--- src/rtl/ptt_pkg.sv ---
// Package for the periodic timer table: operation, result and status codes,
// the sequencer state type and the default sizes.
// Depends on nothing; used by periodic_timer_table.
package ptt_pkg;

    // default sizes
    localparam int DEF_MAX_TIMERS = 16;
    localparam int DEF_KEY_BITS   = 16;
    localparam int DEF_COUNT_BITS = 24;

    // operation codes of an input word
    localparam logic [1:0] FUNC_TICK = 2'd0;
    localparam logic [1:0] FUNC_ADD  = 2'd1;
    localparam logic [1:0] FUNC_DEL  = 2'd2;

    // kind of a result word
    localparam logic [1:0] KIND_FIRE = 2'd0;
    localparam logic [1:0] KIND_ADD  = 2'd1;
    localparam logic [1:0] KIND_DEL  = 2'd2;

    // status of a result word
    localparam logic [1:0] ST_OK         = 2'd0;
    localparam logic [1:0] ST_BAD_PERIOD = 2'd1;
    localparam logic [1:0] ST_FULL       = 2'd2;
    localparam logic [1:0] ST_NOT_FOUND  = 2'd3;

    typedef enum logic [3:0] {
        S_IDLE,
        S_TK_RD,
        S_TK_PROC,
        S_TK_END,
        S_DEL_RD,
        S_DEL_CHK,
        S_SH_RD,
        S_SH_WR,
        S_RESP
    } t_state;

endpackage

--- src/rtl/periodic_timer_table.sv ---
// Periodic timer table: timers kept in one synchronous memory in the order
// they were added, walked and updated by a read-modify-write sequencer.
// Depends on ptt_pkg.
//
//  channel   direction  handshake                 payload
//  -------   ---------  ------------------------  ---------------------------------------
//  in        input      i_in_valid / o_in_ready   i_func i_start_delay i_period i_timer_key
//  out       output     o_out_valid / i_out_ready o_kind o_fired_key o_status o_last
//
// Steps: a tick reads each live timer and writes it back (one memory read and
// one write-back per timer, the memory's single read port sets the pace). An accepted add
// writes its entry in the idle cycle that takes the word. A delete reads each
// timer up to and including the match (or every timer when none matches), then
// moves every timer behind it down by one. Adds and deletes end with a status word.
// Reset clears the timer count, the sequencer and the output valid; the memory
// keeps its contents, since only entries below the count are ever read.
// Stalls: a word is taken only while the sequencer is idle. The walk holds when
// a timer fires while an earlier fired word is still held back and the output
// register has not been taken; status words and the final fired word wait for
// the output register in the same way.
module periodic_timer_table #(
    parameter int MAX_TIMERS = ptt_pkg::DEF_MAX_TIMERS,
    parameter int KEY_BITS   = ptt_pkg::DEF_KEY_BITS,
    parameter int COUNT_BITS = ptt_pkg::DEF_COUNT_BITS
) (
    input  logic                  i_clk,
    input  logic                  i_rst_n,
    // input channel
    input  logic                  i_in_valid,
    output logic                  o_in_ready,
    input  logic [1:0]            i_func,
    input  logic [COUNT_BITS-1:0] i_start_delay,
    input  logic [COUNT_BITS-1:0] i_period,
    input  logic [KEY_BITS-1:0]   i_timer_key,
    // output channel
    output logic                  o_out_valid,
    input  logic                  i_out_ready,
    output logic [1:0]            o_kind,
    output logic [KEY_BITS-1:0]   o_fired_key,
    output logic [1:0]            o_status,
    output logic                  o_last
);
    import ptt_pkg::*;

    // counts carry COUNT_BITS-1 bits: only nonnegative values are stored
    localparam int RB = COUNT_BITS - 1;
    localparam int EW = KEY_BITS + 2 * RB;
    localparam int IW = $clog2(MAX_TIMERS);
    localparam int CW = $clog2(MAX_TIMERS + 1);

    // timer entry layout: {key, period, remaining}
    logic [EW-1:0] r_mem [MAX_TIMERS];
    logic [EW-1:0] r_rd_data;

    logic          rd_en;
    logic [IW-1:0] rd_addr;
    logic          wr_en;
    logic [IW-1:0] wr_addr;
    logic [EW-1:0] wr_data;

    t_state        r_state, n_state;
    logic [CW-1:0] r_idx, n_idx;
    logic [CW-1:0] r_count, n_count;
    logic [KEY_BITS-1:0] r_key, n_key;
    logic [1:0]    r_status, n_status;
    logic [1:0]    r_kind, n_kind;
    // fired word held back until it is known whether another timer fires
    logic          r_pend_v, n_pend_v;
    logic [KEY_BITS-1:0] r_pend_key, n_pend_key;

    logic                r_o_valid;
    logic [1:0]          r_o_kind;
    logic [KEY_BITS-1:0] r_o_key;
    logic [1:0]          r_o_status;
    logic                r_o_last;

    logic                push;
    logic [1:0]          push_kind;
    logic [KEY_BITS-1:0] push_key;
    logic [1:0]          push_status;
    logic                push_last;
    logic                out_free;

    logic [KEY_BITS-1:0] rd_key;
    logic [RB-1:0]       rd_period;
    logic [RB-1:0]       rd_rem;
    logic [CW-1:0]       idx_p1;
    logic                add_bad;
    logic [RB-1:0]       add_delay;

    assign rd_key    = r_rd_data[2*RB +: KEY_BITS];
    assign rd_period = r_rd_data[RB +: RB];
    assign rd_rem    = r_rd_data[0 +: RB];
    assign idx_p1    = r_idx + CW'(1);

    // reject a period that is zero or negative; clamp a negative delay to zero
    assign add_bad   = i_period[COUNT_BITS-1] || (i_period == '0);
    assign add_delay = i_start_delay[COUNT_BITS-1] ? '0 : i_start_delay[RB-1:0];

    // output register can load when empty or being drained this cycle
    assign out_free   = !r_o_valid || i_out_ready;
    assign o_in_ready = (r_state == S_IDLE);

    // Timer memory: one read port with registered data, one write port.
    // The walk never reads an entry that it has just written back, so no
    // forwarding path is needed.
    always_ff @(posedge i_clk) begin
        if (wr_en) begin
            r_mem[wr_addr] <= wr_data;
        end
        if (rd_en) begin
            r_rd_data <= r_mem[rd_addr];
        end
    end

    always_ff @(posedge i_clk) begin
        if (!i_rst_n) begin
            r_state  <= S_IDLE;
            r_count  <= '0;
            r_pend_v <= 1'b0;
        end else begin
            r_state  <= n_state;
            r_count  <= n_count;
            r_pend_v <= n_pend_v;
        end
    end

    always_ff @(posedge i_clk) begin
        r_idx      <= n_idx;
        r_key      <= n_key;
        r_status   <= n_status;
        r_kind     <= n_kind;
        r_pend_key <= n_pend_key;
    end

    // output register
    always_ff @(posedge i_clk) begin
        if (!i_rst_n) begin
            r_o_valid <= 1'b0;
        end else begin
            r_o_valid <= push || (r_o_valid && !i_out_ready);
        end
    end

    always_ff @(posedge i_clk) begin
        if (push) begin
            r_o_kind   <= push_kind;
            r_o_key    <= push_key;
            r_o_status <= push_status;
            r_o_last   <= push_last;
        end
    end

    assign o_out_valid = r_o_valid;
    assign o_kind      = r_o_kind;
    assign o_fired_key = r_o_key;
    assign o_status    = r_o_status;
    assign o_last      = r_o_last;

    // Sequencer: next state, memory controls and result pushes.
    always_comb begin
        n_state     = r_state;
        n_idx       = r_idx;
        n_count     = r_count;
        n_key       = r_key;
        n_status    = r_status;
        n_kind      = r_kind;
        n_pend_v    = r_pend_v;
        n_pend_key  = r_pend_key;
        rd_en       = 1'b0;
        rd_addr     = r_idx[IW-1:0];
        wr_en       = 1'b0;
        wr_addr     = r_idx[IW-1:0];
        wr_data     = r_rd_data;
        push        = 1'b0;
        push_kind   = KIND_FIRE;
        push_key    = r_pend_key;
        push_status = ST_OK;
        push_last   = 1'b0;

        unique case (r_state)
            S_IDLE: begin
                if (i_in_valid) begin
                    unique case (i_func)
                        FUNC_TICK: begin
                            n_idx    = '0;
                            n_pend_v = 1'b0;
                            n_state  = S_TK_RD;
                        end
                        FUNC_ADD: begin
                            n_kind  = KIND_ADD;
                            n_state = S_RESP;
                            if (add_bad) begin
                                n_status = ST_BAD_PERIOD;
                            end else if (r_count == CW'(MAX_TIMERS)) begin
                                n_status = ST_FULL;
                            end else begin
                                // append at the tail of the order
                                wr_en    = 1'b1;
                                wr_addr  = r_count[IW-1:0];
                                wr_data  = {i_timer_key, i_period[RB-1:0], add_delay};
                                n_count  = r_count + CW'(1);
                                n_status = ST_OK;
                            end
                        end
                        FUNC_DEL: begin
                            n_key   = i_timer_key;
                            n_kind  = KIND_DEL;
                            n_idx   = '0;
                            n_state = S_DEL_RD;
                        end
                        default: begin
                            // unused code: drop the word
                            n_state = S_IDLE;
                        end
                    endcase
                end
            end

            S_TK_RD: begin
                if (r_idx < r_count) begin
                    rd_en   = 1'b1;
                    n_state = S_TK_PROC;
                end else begin
                    n_state = r_pend_v ? S_TK_END : S_IDLE;
                end
            end

            S_TK_PROC: begin
                if (rd_rem != '0) begin
                    wr_en   = 1'b1;
                    wr_data = {rd_key, rd_period, rd_rem - RB'(1)};
                    n_idx   = idx_p1;
                    n_state = S_TK_RD;
                end else if (!r_pend_v || out_free) begin
                    // fire: release the held word, hold this one, reload
                    push       = r_pend_v;
                    n_pend_v   = 1'b1;
                    n_pend_key = rd_key;
                    wr_en      = 1'b1;
                    wr_data    = {rd_key, rd_period, rd_period - RB'(1)};
                    n_idx      = idx_p1;
                    n_state    = S_TK_RD;
                end
            end

            S_TK_END: begin
                if (out_free) begin
                    push      = 1'b1;
                    push_last = 1'b1;
                    n_pend_v  = 1'b0;
                    n_state   = S_IDLE;
                end
            end

            S_DEL_RD: begin
                if (r_idx < r_count) begin
                    rd_en   = 1'b1;
                    n_state = S_DEL_CHK;
                end else begin
                    n_status = ST_NOT_FOUND;
                    n_state  = S_RESP;
                end
            end

            S_DEL_CHK: begin
                if (rd_key == r_key) begin
                    n_state = S_SH_RD;
                end else begin
                    n_idx   = idx_p1;
                    n_state = S_DEL_RD;
                end
            end

            // move every later entry down by one
            S_SH_RD: begin
                if (idx_p1 < r_count) begin
                    rd_en   = 1'b1;
                    rd_addr = idx_p1[IW-1:0];
                    n_state = S_SH_WR;
                end else begin
                    n_count  = r_count - CW'(1);
                    n_status = ST_OK;
                    n_state  = S_RESP;
                end
            end

            S_SH_WR: begin
                wr_en   = 1'b1;
                n_idx   = idx_p1;
                n_state = S_SH_RD;
            end

            S_RESP: begin
                if (out_free) begin
                    push        = 1'b1;
                    push_kind   = r_kind;
                    push_key    = '0;
                    push_status = r_status;
                    push_last   = 1'b1;
                    n_state     = S_IDLE;
                end
            end

            default: begin
                n_state = S_IDLE;
            end
        endcase
    end

endmodule

--- config.mk ---
export PLATFORM = sky130hd
export DESIGN_NAME = periodic_timer_table
export DESIGN_NICKNAME = d
export VERILOG_FILES = /design/src/rtl/ptt_pkg.sv /design/src/rtl/periodic_timer_table.sv
export SDC_FILE = /design/constraint.sdc
export NUM_CORES = 1
export LEC_CHECK = 0
export ABC_AREA = 1
export BUFFER_PORTS_ARGS = -buffer_cell sky130_fd_sc_hd__buf_2
export CELL_PAD_IN_SITES_DETAIL_PLACEMENT = 1
export CELL_PAD_IN_SITES_GLOBAL_PLACEMENT = 1
export CORE_UTILIZATION = 30
export CTS_BUF_LIST = sky130_fd_sc_hd__clkbuf_16
export CTS_CLUSTER_DIAMETER = 60
export DETAILED_ROUTE_END_ITERATION = 10
export PLACE_DENSITY = 0.5
export SLEW_MARGIN = 40
export SYNTH_ARGS = -nofsm -noshare
export SYNTH_HDL_FRONTEND = slang
export SYNTH_SLANG_ARGS = --single-unit
--- constraint.sdc ---
create_clock -name i_clk -period 7.5 [get_ports i_clk]
set_input_delay 1.125 -clock i_clk [delete_from_list [all_inputs] [get_ports i_clk]]
set_output_delay 1.125 -clock i_clk [all_outputs]
set_load 0.01 [all_outputs]
# Word-level counts from Yosys, hierarchy flattened
# Memories as Yosys holds them, arrays and structs flattened. A register that Yosys moved wholly into a read port is not among the register bits.
# Index checks and enable logic that the tools add are counted.
[word_totals]
ff_bits = 73
latchBits = 0
mem_bits_rw = 992
romBits = 0
input_bits = 70
out_inout_bits = 23
wordCells = 147
n_memories = 1
[classes]
addsub = 5
mul = 0
n_div = 0
order_cmp = 2
n_eq_ne = 26
shift = 0
muxes = 70
n_bitwise = 1
reduce_logical = 29
[mem_list]
columns = ["name", "words", "width", "read_ports", "rd_clocked_by_memory_dff", "write_ports", "line", "text"]
rows = [
  ["r_mem", 16, 62, 1, 1, 1, "periodic_timer_table.sv:52", "logic [EW-1:0] r_mem [MAX_TIMERS];"],
]
[ops]
columns = ["op", "count"]
rows = [
  ["62-bit two-way mux", 4],
  ["62-bit case mux with 2 select lines", 1],
  ["23-bit two-way mux", 3],
  ["4-bit two-way mux", 13],
  ["5-bit two-way mux", 10],
  ["23-bit by 1-bit subtractor with 23-bit output (second input constant)", 2],
  ["16-bit two-way mux", 2],
  ["4-bit case mux with 8 select lines", 1],
  ["24-bit logical NOT", 1],
  ["23-bit nonzero test", 1],
  ["2-bit != test (second input constant)", 10],
  ["5-bit case mux with 4 select lines", 1],
  ["1-bit two-way mux", 18],
  ["2-bit two-way mux", 9],
  ["16-bit equality test", 1],
  ["4-bit by 3-bit equality test with 1-bit output (second input constant)", 4],
  ["4-bit case mux with 3 select lines", 1],
  ["3-bit AND reduction", 4],
  ["6-bit AND reduction", 2],
  ["5-bit by 1-bit adder with 5-bit output (second input constant)", 2],
  ["5-bit < comparator", 2],
  ["5-bit case mux with 2 select lines", 1],
  ["5-bit AND reduction", 2],
  ["4-bit by 2-bit equality test with 1-bit output (second input constant)", 2],
  ["other kinds (23)", 36],
]

# Depth between registers and ports, before layout
# Gate-level depths: netlist (run 1).
[depth]
word_depth = 8
mapped_depth = 19
ltp_nobuf = 17

# Least setup slack after synthesis (run 1)
# OpenSTA, ideal clock, no wires.
[synth_timing]
path_kind = "register to register"
from = "reg r_idx[2]"
to = "reg r_rd_data[0] (read register of r_mem), enable pin"
setup_ns = 0.568
arrival_time_ns = 5.482
required_time_ns = 6.932
slack_ns = 1.451
stages_incl_launch_ff = 6
n_path_buf = 0
period_less_slack_ns = 6.049
path_cell_list = "edfxtp_1 -> ha_1 -> a21oi_1 -> or2_2 -> nand3_1 -> o21ai_0"
[synth_between]
elab_chain_cells = 4
elab_cells_between_ends = 8
classes_between = "add/sub: 1; order compare: 2; mux: 5"
[synth_rtl]
columns = ["item", "line", "text"]
rows = [
  ["start, declared", "periodic_timer_table.sv:62", "logic [CW-1:0] r_idx, n_idx;"],
  ["start signal, assigned", "periodic_timer_table.sv:129", "r_idx <= n_idx;"],
  ["5-bit by 1-bit adder with 5-bit output", "periodic_timer_table.sv:94", "assign idx_p1 = r_idx + CW'(1);"],
  ["5-bit < comparator", "periodic_timer_table.sv:277", "if (idx_p1 < r_count) begin"],
  ["1-bit two-way mux", "periodic_timer_table.sv:277", ""],
  ["1-bit case mux with 2 select lines (*)", "periodic_timer_table.sv:181", "unique case (r_state)"],
  ["named net rd_en", "periodic_timer_table.sv:55", "logic rd_en;"],
  ["end, declared", "periodic_timer_table.sv:53", "logic [EW-1:0] r_rd_data;"],
]
# The timed path passes the listed nets; every way through them passes the cells marked *.
# A chain may end at the register's enable or synchronous reset.

# Worst setup path in the final report (run 1)
[layout_timing]
from = "reg r_idx[0]"
to = "reg r_rd_data[28] (read register of r_mem), data pin"
[layout_between]
elab_chain_cells = 4
elab_cells_between_ends = 8
classes_between = "add/sub: 1; order compare: 2; mux: 5"
[layout_rtl]
columns = ["item", "line", "text"]
rows = [
  ["5-bit by 1-bit adder with 5-bit output (*)", "periodic_timer_table.sv:94", ""],
  ["named net idx_p1[4]", "periodic_timer_table.sv:87", "logic [CW-1:0] idx_p1;"],
  ["5-bit < comparator (*)", "periodic_timer_table.sv:277", ""],
  ["1-bit two-way mux or 4-bit two-way mux (tied branches)", "periodic_timer_table.sv:277", ""],
  ["1-bit case mux with 2 select lines or 4-bit two-way mux (tied branches)", "periodic_timer_table.sv:181", ""],
]
# Marked as above.

==> summary.txt, run 1 <==
Worst setup path
  – R2R cell count: 20
  – Crit path largest cell delay: 660 ps
  – CP max FO: 80
  – Arrival time worst endpoint: 5320 ps
  – Family with the most delay on the worst path: simple AND/OR/NAND/NOR gates
  – Worst EP required: 8030 ps
  – Cell mode on critical path: nand2_1
  – CP max-delay cell: edfxtp_1
  – FF-to-FF Start: r_idx[0]
  – Reg2reg setup slack: 2720 ps
  – FF-to-FF End: r_rd_data[28]
  – Crit Path Class: reg2reg
  – Critical-path cell list: ha_1, nand3_1, xor2_1, inv_1, ha_1, nand2_1, nor2_1, nand2_1, nand4_4, nand2_8, buf_16, nand2_8, buf_16, buf_12, nand2_1, nand2_1, nand2_1, nand3_1, nand3_1, nand2_1
  – Crit. End Element: register
  – WP buf/inv: 4
  – Crit start category: register

Timing
  – Worst Tran Pin Value: 919 ps
  – Fin. Hold Viols: 0
  – Slew Viols, Final: 0
  – Max transition margin: 38.8%
  – Min cycle time layout: 4780 ps
  – Fmax: 209 MHz
  – Fin crit share: 63.8%
  – Worst Skew: 26.5 ps
  – Unrepaired setup endpoints after global routing: no
  – Min setup slack post-route: 2720 ps
  – Final setup viols: 0
  – Setup TNS: 0 ps

Die
  – Core Area: 167000 sq um
  – I/O pin cnt: 93
  – Number of core rows: 150
  – Die width: 412 um
  – Starting Density: 30.2%
  – Die ar.: 170000 sq um
  – Die Height: 412 um

Power and ir drop
  – Pwr Total: 16.7 mW
  – Leak: 22.9 nW
  – Gate power share: 15.3%
  – Clock power share: 41.1%
  – Peak VDD IR: 0.251 mV
  – Switching power share of the total: 29.1%
  – Switch Pwr: 4.87 mW
  – Int Power: 11.9 mW
  – Sequential cell fraction of total power: 43.6%
  – Power per Cell Area: 287 nW/um^2

Global routing
  – Global-route usage over all layers: 20.5%
  – Vias in the first global route: 35900
  – Largest net degree at the start of global routing: 150
  – Total gr overflow: 0
  – First-pass GRT wire length: 256000 um
  – Antenna violations before repair: 6

Yosys
  – Post-synth top flop: edfxtp_1
  – Synth warn: 0
  – Post-synthesis instance total: 4788
  – Mapped Avg Cell Area: 10.5 sq um
  – Synthesized flop and latch total: 1127
  – Syn nets: 4878
  – Post-synth EDFFs: 1116
  – FFs w/ async S/R, synth: 0%
  – Synthesized area: 50400 sq um
  – Register area share after synthesis: 67.0%
  – Synth unique cells: 43

Min path
  – Hold Path Depth: 0
  – Worst hold path type: reg2reg
  – Hold_sp: r_rd_data[49]
  – Worst Hold End: r_pend_key[3]

Placement
  – Placed inst area: 53600 sq um
  – Pre-CTS setup slack: 2090 ps
  – Post-DP HPWL: 98700 um
  – GPL Wtd Cong: 0.805
  – Number of port buffers: 92

Clock network
  – Num CTS Buffers: 145
  – CTS Sinks: 1127
  – Clk_lat worst skew: 800 ps
  – # hold bufs at CTS: 0
  – Cts repair resizes: 0
  – Worst-path clk slew: 60 ps
  – Setup Fix Bufs, Post-CTS: 0
  – CTS tree: built
  – Root buffer cell: clkbuf_16
  – H-tree Lvls: 4
  – Clk buf depth: 3

Drt
  – Initial DRC count: 2483
  – Drt first pass iters: 8
  – Vias: 35400
  – Vias/cell: 4.94
  – Drt total wl: 174000 um
  – Post-DRT Antenna Nets: 0
  – WL/cell: 24.2 um
  – Drc violations: 1

Finish
  – Core Util, Final: 35.0%
  – Layout cells sized above 1: 9.34%
  – Area delta synth->final: 16.0%
  – Finished Cell Area: 58500 sq um
  – Final #Nets: 4942
  – Antenna fix cells: 0

Flow run
  – Max Cap Viol: 0

Status
  – Failing checks: design-rule violations
  – Outcome: finished with violations
## routing by layer
| layer | routed length (um) | track usage, % | vias to the layer above |
|---|---|---|---|
| li1 | - | - | 16500 |
| met1 | 84100 | 29.3 | 18100 |
| met2 | 79900 | 32.7 | 640 |
| met3 | 6240 | 2.95 | 226 |
| met4 | 3610 | 5.06 | 2 |
| met5 | 7 | 0 | - |
## power groups by stage
stage | registers (mW) | clock network (mW) | logic [mW]
6_report | 7.29 | 6.89 | 2.57
3_5_place_dp | 7.43 | 0 | 2.58
5_1_grt | 7.30 | 7.30 | 2.85
2_1_floorplan | 7.40 | 0 | 1.58
3_3_place_gp | 7.43 | 0 | 2.55
4_1_cts | 7.29 | 7.07 | 2.59
## registers in the layout (all words and copies together), names as in the netlist, 2 cells and up
register,cells
r_mem,992
r_rd_data,62
o_fired_key,16
r_key,16
r_pend_key,16
r_count,5
r_idx,5
r_state,4
o_kind,2
o_status,2
r_kind,2
r_status,2
## stage by stage
stage                     cells  hold WS [ps]
after detailed placement   6905           463
after global placement     6895           460
after global routing       7174           475
final                      7174           459
after floorplan            4788           426
after CTS                  7170           448
## worst register-to-register path: cells and delay by family (launching register included)
family / cells / cell delay, ps
XOR/XNOR: 1 / 200
buffers and inverters: 4 / 1070
flip-flops: 1 / 660
AND/OR/NAND/NOR: 13 / 2040
adder cells (fa/ha/maj): 2 / 560
## cell type report
type	instances	area [sq um]
fill	18300	109000
sequential	1127	33700
multi-input combinational	2882	13600
clock buffer	146	3650
tap	2204	2760
inverter	503	1900
timing repair buffer	193	1750
clock inverter	119	1070
## worst max-delay path by stage
stage	from	endpoint	slack [ps]	depth (start not counted)
6_report	r_idx[0]	r_rd_data[28]	2720	20
5_1_grt	r_idx[0]	r_rd_data[28]	2300	20
4_1_cts	r_idx[0]	r_rd_data[30]	2470	19
3_5_place_dp	i_period[20]	r_mem[13][23]	2090	12
3_3_place_gp	i_period[20]	r_mem[14][12]	1960	12
2_1_floorplan	r_idx[2]	r_rd_data[0]	1450	5
## synth_stat cells (2+ instances only)
library cell | number | area share [%]
inv_1 | 495 | 3.7
o21ai_0 | 59 | 0.59
o22ai_1 | 2 | 0.025
a31oi_1 | 2 | 0.025
ha_1 | 19 | 0.47
dfxtp_1 | 11 | 0.44
o21ai_2 | 4 | 0.070
nand3b_1 | 125 | 1.9
buf_4 | 40 | 0.60
xor2_1 | 20 | 0.35
o31ai_1 | 3 | 0.045
nand3_2 | 2 | 0.040
or2_2 | 8 | 0.099
buf_2 | 169 | 1.7
nand4_1 | 26 | 0.32
nor2_2 | 3 | 0.037
a21oi_1 | 25 | 0.25
o21a_1 | 2 | 0.030
nor4_1 | 2 | 0.025
a211oi_1 | 3 | 0.045
buf_6 | 3 | 0.067
xnor2_1 | 14 | 0.24
nor2_1 | 148 | 1.1
a22oi_1 | 3 | 0.045
clkbuf_1 | 53 | 0.39
nand2_2 | 3 | 0.037
nand3_1 | 1067 | 11
nand2_1 | 1319 | 9.8
nor3_1 | 12 | 0.12
buf_1 | 11 | 0.082
edfxtp_1 | 1116 | 67
inv_2 | 8 | 0.060
## cells by family (layout without fill, tap and decap cells)
logic type	after synthesis	count (layout)	share of synthesized area, %
simple gates	2720	2720	24.2
flops	1127	1127	67.0
buf+inv	779	961	6.57
compound gates	107	107	1.17
xor+xnor	34	34	0.591
fa+ha+maj	20	20	0.512
mux	1	1	0.0199
## cell usage in the layout (no fill, tap or decap), types with 20 or more instances in the layout
cell / synthesis / layout
clkinv_2: 0 / 20
nand2_1: 1319 / 1317
edfxtp_1: 1116 / 1116
clkinv_1: 0 / 22
a21oi_1: 25 / 25
nand3b_1: 125 / 125
nand3_1: 1067 / 1067
nor2_1: 148 / 129
clkbuf_16: 0 / 146
buf_2: 169 / 92
buf_4: 40 / 58
nand4_1: 26 / 26
xor2_1: 20 / 20
inv_1: 495 / 527
o21ai_0: 59 / 49
buf_12: 0 / 27
Note: power is estimated with default switching activity, not from simulation.
==> run 2, diff against run 1 <==
--- a/config.mk
+++ b/config.mk
@@ -5,7 +5,7 @@
 export SDC_FILE = /design/constraint.sdc
 export NUM_CORES = 1
 export LEC_CHECK = 0
-export ABC_AREA = 1
+export ABC_AREA = 0
 export BUFFER_PORTS_ARGS = -buffer_cell sky130_fd_sc_hd__buf_2
 export CELL_PAD_IN_SITES_DETAIL_PLACEMENT = 1
 export CELL_PAD_IN_SITES_GLOBAL_PLACEMENT = 1
==> constraint.sdc (replaced) <==
create_clock -name i_clk -period 4 [get_ports i_clk]
set_input_delay 0.6 -clock i_clk [delete_from_list [all_inputs] [get_ports i_clk]]
set_output_delay 0.6 -clock i_clk [all_outputs]
set_load 0.01 [all_outputs]
==> summary.txt, run 2 <==
Status
  – Outcome: finished clean

Global routing
  – First-pass GRT wire length: 290000 um (+13%)
  – Largest net degree at the start of global routing: 139 (-7.3%)
  – Antenna violations before repair: 3 (-3)
  – Vias in the first global route: 39600 (+10%)
  – Total gr overflow: 0 (unchanged)
  – Global-route usage over all layers: 21.4% (+0.88 points)

Timing
  – Min cycle time layout: 3790 ps (-989 ps)
  – Worst Skew: 33.3 ps (+6.84 ps)
  – Slew Viols, Final: 0 (unchanged)
  – Worst hold margin: 45.6 ps (-413 ps)
  – Fmax: 264 MHz (+26%)
  – Max transition margin: 42.7% (+3.9 points)
  – Unrepaired setup endpoints after global routing: no
  – Fin crit share: 94.9% (+31 points)
  – Worst Tran Pin Value: 860 ps (-59.2 ps)
  – Final setup viols: 0 (unchanged)
  – Fin. Hold Viols: 0 (unchanged)

Drt
  – Vias: 38600 (+9.1%)
  – Drt total wl: 202000 um (+16%)
  – WL/cell: 28.3 um (+17%)
  – Vias/cell: 5.42 (+9.8%)
  – Post-DRT Antenna Nets: 0 (unchanged)
  – Initial DRC count: 2643 (+6.4%)
  – Drc violations: 0 (-1)
  – Drt first pass iters: 5 (-3)

Worst setup path
  – Arrival time worst endpoint: 4300 ps (-1020 ps)
  – Worst EP required: 4500 ps (-3530 ps)
  – Crit path largest cell delay: 500 ps (-160 ps)
  – CP max FO: 33 (-59%)
  – Reg2reg setup slack: 210 ps (-2510 ps)
  – Critical-path cell list: ha_4, nand3_1, xnor2_1, ha_1, a211oi_1, o211a_1, mux2i_4, buf_12, a211oi_1, nor4_1, nand3_1
  – Crit. End Element: register
  – Crit Path Class: reg2reg
  – R2R cell count: 11 (-45%)
  – Crit start category: register
  – CP max-delay cell: edfxtp_1

Finish
  – Layout fillers: 19200 (+4.6%)
  – Max reg flops: 992 (unchanged)
  – Final #Nets: 4638 (-6.2%)
  – Area delta synth->final: 20.2%
  – Commonest non-fill, non-tap cell in the layout: edfxtp_1
  – Biggest regs: r_mem: 992 flops, r_rd_data: 62 flops
  – Reg with most FFs: r_mem
  – Seq. cell area: 33700 sq um (unchanged)
  – Layout cells sized above 1: 14.2% (+4.8 points)
  – Most frequent cells in the layout: 1116 x edfxtp_1, 621 x a211oi_1, 621 x mux2i_1
  – Multi-input gate area: 20400 sq um (+50%)

Clock network
  – Num CTS Buffers: 141 (-2.8%)
  – CTS tree: built
  – Worst-path clk slew: 50 ps (about the same)
  – Setup Fix Bufs, Post-CTS: 0 (unchanged)
  – Root buffer cell: clkbuf_16
  – CTS Sinks: 1127 (unchanged)
  – Clk_lat worst skew: 800 ps (about the same)
  – H-tree Lvls: 4 (unchanged)
  – Clk buf depth: 3 (unchanged)

Yosys
  – Syn nets: 4414 (-9.5%)
  – Synth area leaders: edfxtp_1 61%, mux2i_1 11%, a211oi_1 8.4%
  – Synth unique cells: 77 (+79%)
  – Post-synth top area share: 60.6% (-5.9 points)
  – Post-synth top flop: edfxtp_1
  – Most instantiated cells after synthesis: 1116 x edfxtp_1, 622 x mux2i_1, 621 x a211oi_1, 406 x nand2_1, 387 x nor2b_1
  – Register area share after synthesis: 61.0% (-6.0 points)
  – Top-count cell post-synth: edfxtp_1
  – FFs w/ async S/R, synth: 0% (unchanged)
  – Dominant cell type by area after synthesis: edfxtp_1
  – Synthesized area: 55300 sq um (+9.8%)
  – Synthesized flop and latch total: 1127 (unchanged)
  – Mapped Avg Cell Area: 12.8 sq um (+22%)
  – Post-synthesis instance total: 4324 (-9.7%)
  – Synth warn: 0 (unchanged)
  – Post-synth EDFFs: 1116 (unchanged)

Die
  – Core Area: 183000 sq um (+9.6%)
  – I/O pin cnt: 93 (unchanged)
  – Die Height: 431 um (+4.8%)
  – Die width: 431 um (+4.8%)
  – Starting Density: 30.2% (+0.049 points)
  – Number of core rows: 157 (+4.7%)
  – Die ar.: 186000 sq um (+9.7%)

Placement
  – GPL Wtd Cong: 0.792 (-1.6%)
  – Number of port buffers: 92 (unchanged)
  – Post-DP HPWL: 124000 um (+26%)

Min path
  – Hold Path Depth: 1 (+1)
  – Worst hold path type: in2reg

Flow run
  – Max Cap Viol: 0 (unchanged)

Power and ir drop
  – Power per Cell Area: 432 nW/um^2 (+51%)
  – Pwr Total: 28.7 mW (+72%)
  – Peak VDD IR: 0.285 mV (+13%)
  – Leak: 22.8 nW (-0.71%)
[run 2: cell count changes after synthesis, sizes merged, moves of 387 or more]
cell,previous run,this run
a211oi,3,621
inv,503,21
mux2i,1,623
nand2,1322,406
nand3,1069,76
nor2b,0,387
[run 2: power breakdown]
| part | switching, mW | leakage (nW) | internal, mW |
|---|---|---|---|
| Clock | 5.26 | 2.33 | 7.46 |
| Combinational | 1.78 | 10.3 | 0.989 |
| Sequential | 0.100 | 10.2 | 13.2 |
[run 2: path summary, 6_finish.rpt]
check,endpoint,from
worst min register to register,r_pend_key[5],r_rd_data[51]
worst max-delay path,r_rd_data[7],r_idx[1]
worst min-delay path,r_key[13],i_timer_key[13]
worst max register to register,r_rd_data[7],r_idx[1]
[run 2: repair_timing]
action	in CTS	in global routing
resized for setup	0	0
hold buffers	14	0
hold endpoints to repair	14	0
setup endpoints to repair	0	0
[run 2: cell type report]
class                   count  area share [%]
diodes                      1         0.00376
clock buffers             144            5.42
clock inverters           111            1.45
inverters                  22           0.124
multi-input cells        2828            30.6
flip-flops and latches   1127            50.7
well taps                2464            4.64
repair buffers            428            7.02
[run 2: critical path: cells and delay by family, from the launching register on]
kind                     cells  cell delay (ps)
flip-flops                   1              500
AND/OR/NAND/NOR              3              700
adder cells (fa/ha/maj)      2              500
AO/OA/AOI/OAI                3              830
XOR/XNOR                     1              220
multiplexers                 1              370
buffers and inverters        1              320
[run 2: layer usage]
layer	routed length, um	track usage (%)	share of wire (%)
met5	0	0	0
met4	5440	6.35	2.7
met3	6810	2.81	3.4
met2	95500	35.0	47
met1	94000	29.5	47
[run 2: cell families (layout without fill, tap and decap cells)]
group / Yosys count / after routing / synth area share [%]
AO/OA/AOI/OAI: 1013 / 1013 / 13.3
XOR/XNOR: 53 / 53 / 0.853
adder cells (fa/ha/maj): 20 / 20 / 0.466
buffers and inverters: 369 / 705 / 2.66
flip-flops: 1127 / 1127 / 61.0
multiplexers: 625 / 625 / 11.4
other: 0 / 1 / 0
AND/OR/NAND/NOR: 1117 / 1117 / 10.4
[run 2: stage by stage]
step           worst slack [ps]  instance area, sq um  utilization, %  instances  setup TNS, ps
6_report                    205                 66500            36.3       7125              0
4_1_cts                     224                 66400            36.3       7121              0
2_1_floorplan              -268                 55400               -       4324         -68400
3_5_place_dp              -17.2                 61700            33.7       6852           -274
5_1_grt                    9.06                 66500            36.3       7124              0
3_3_place_gp               46.5                 61700            33.7       6851              0
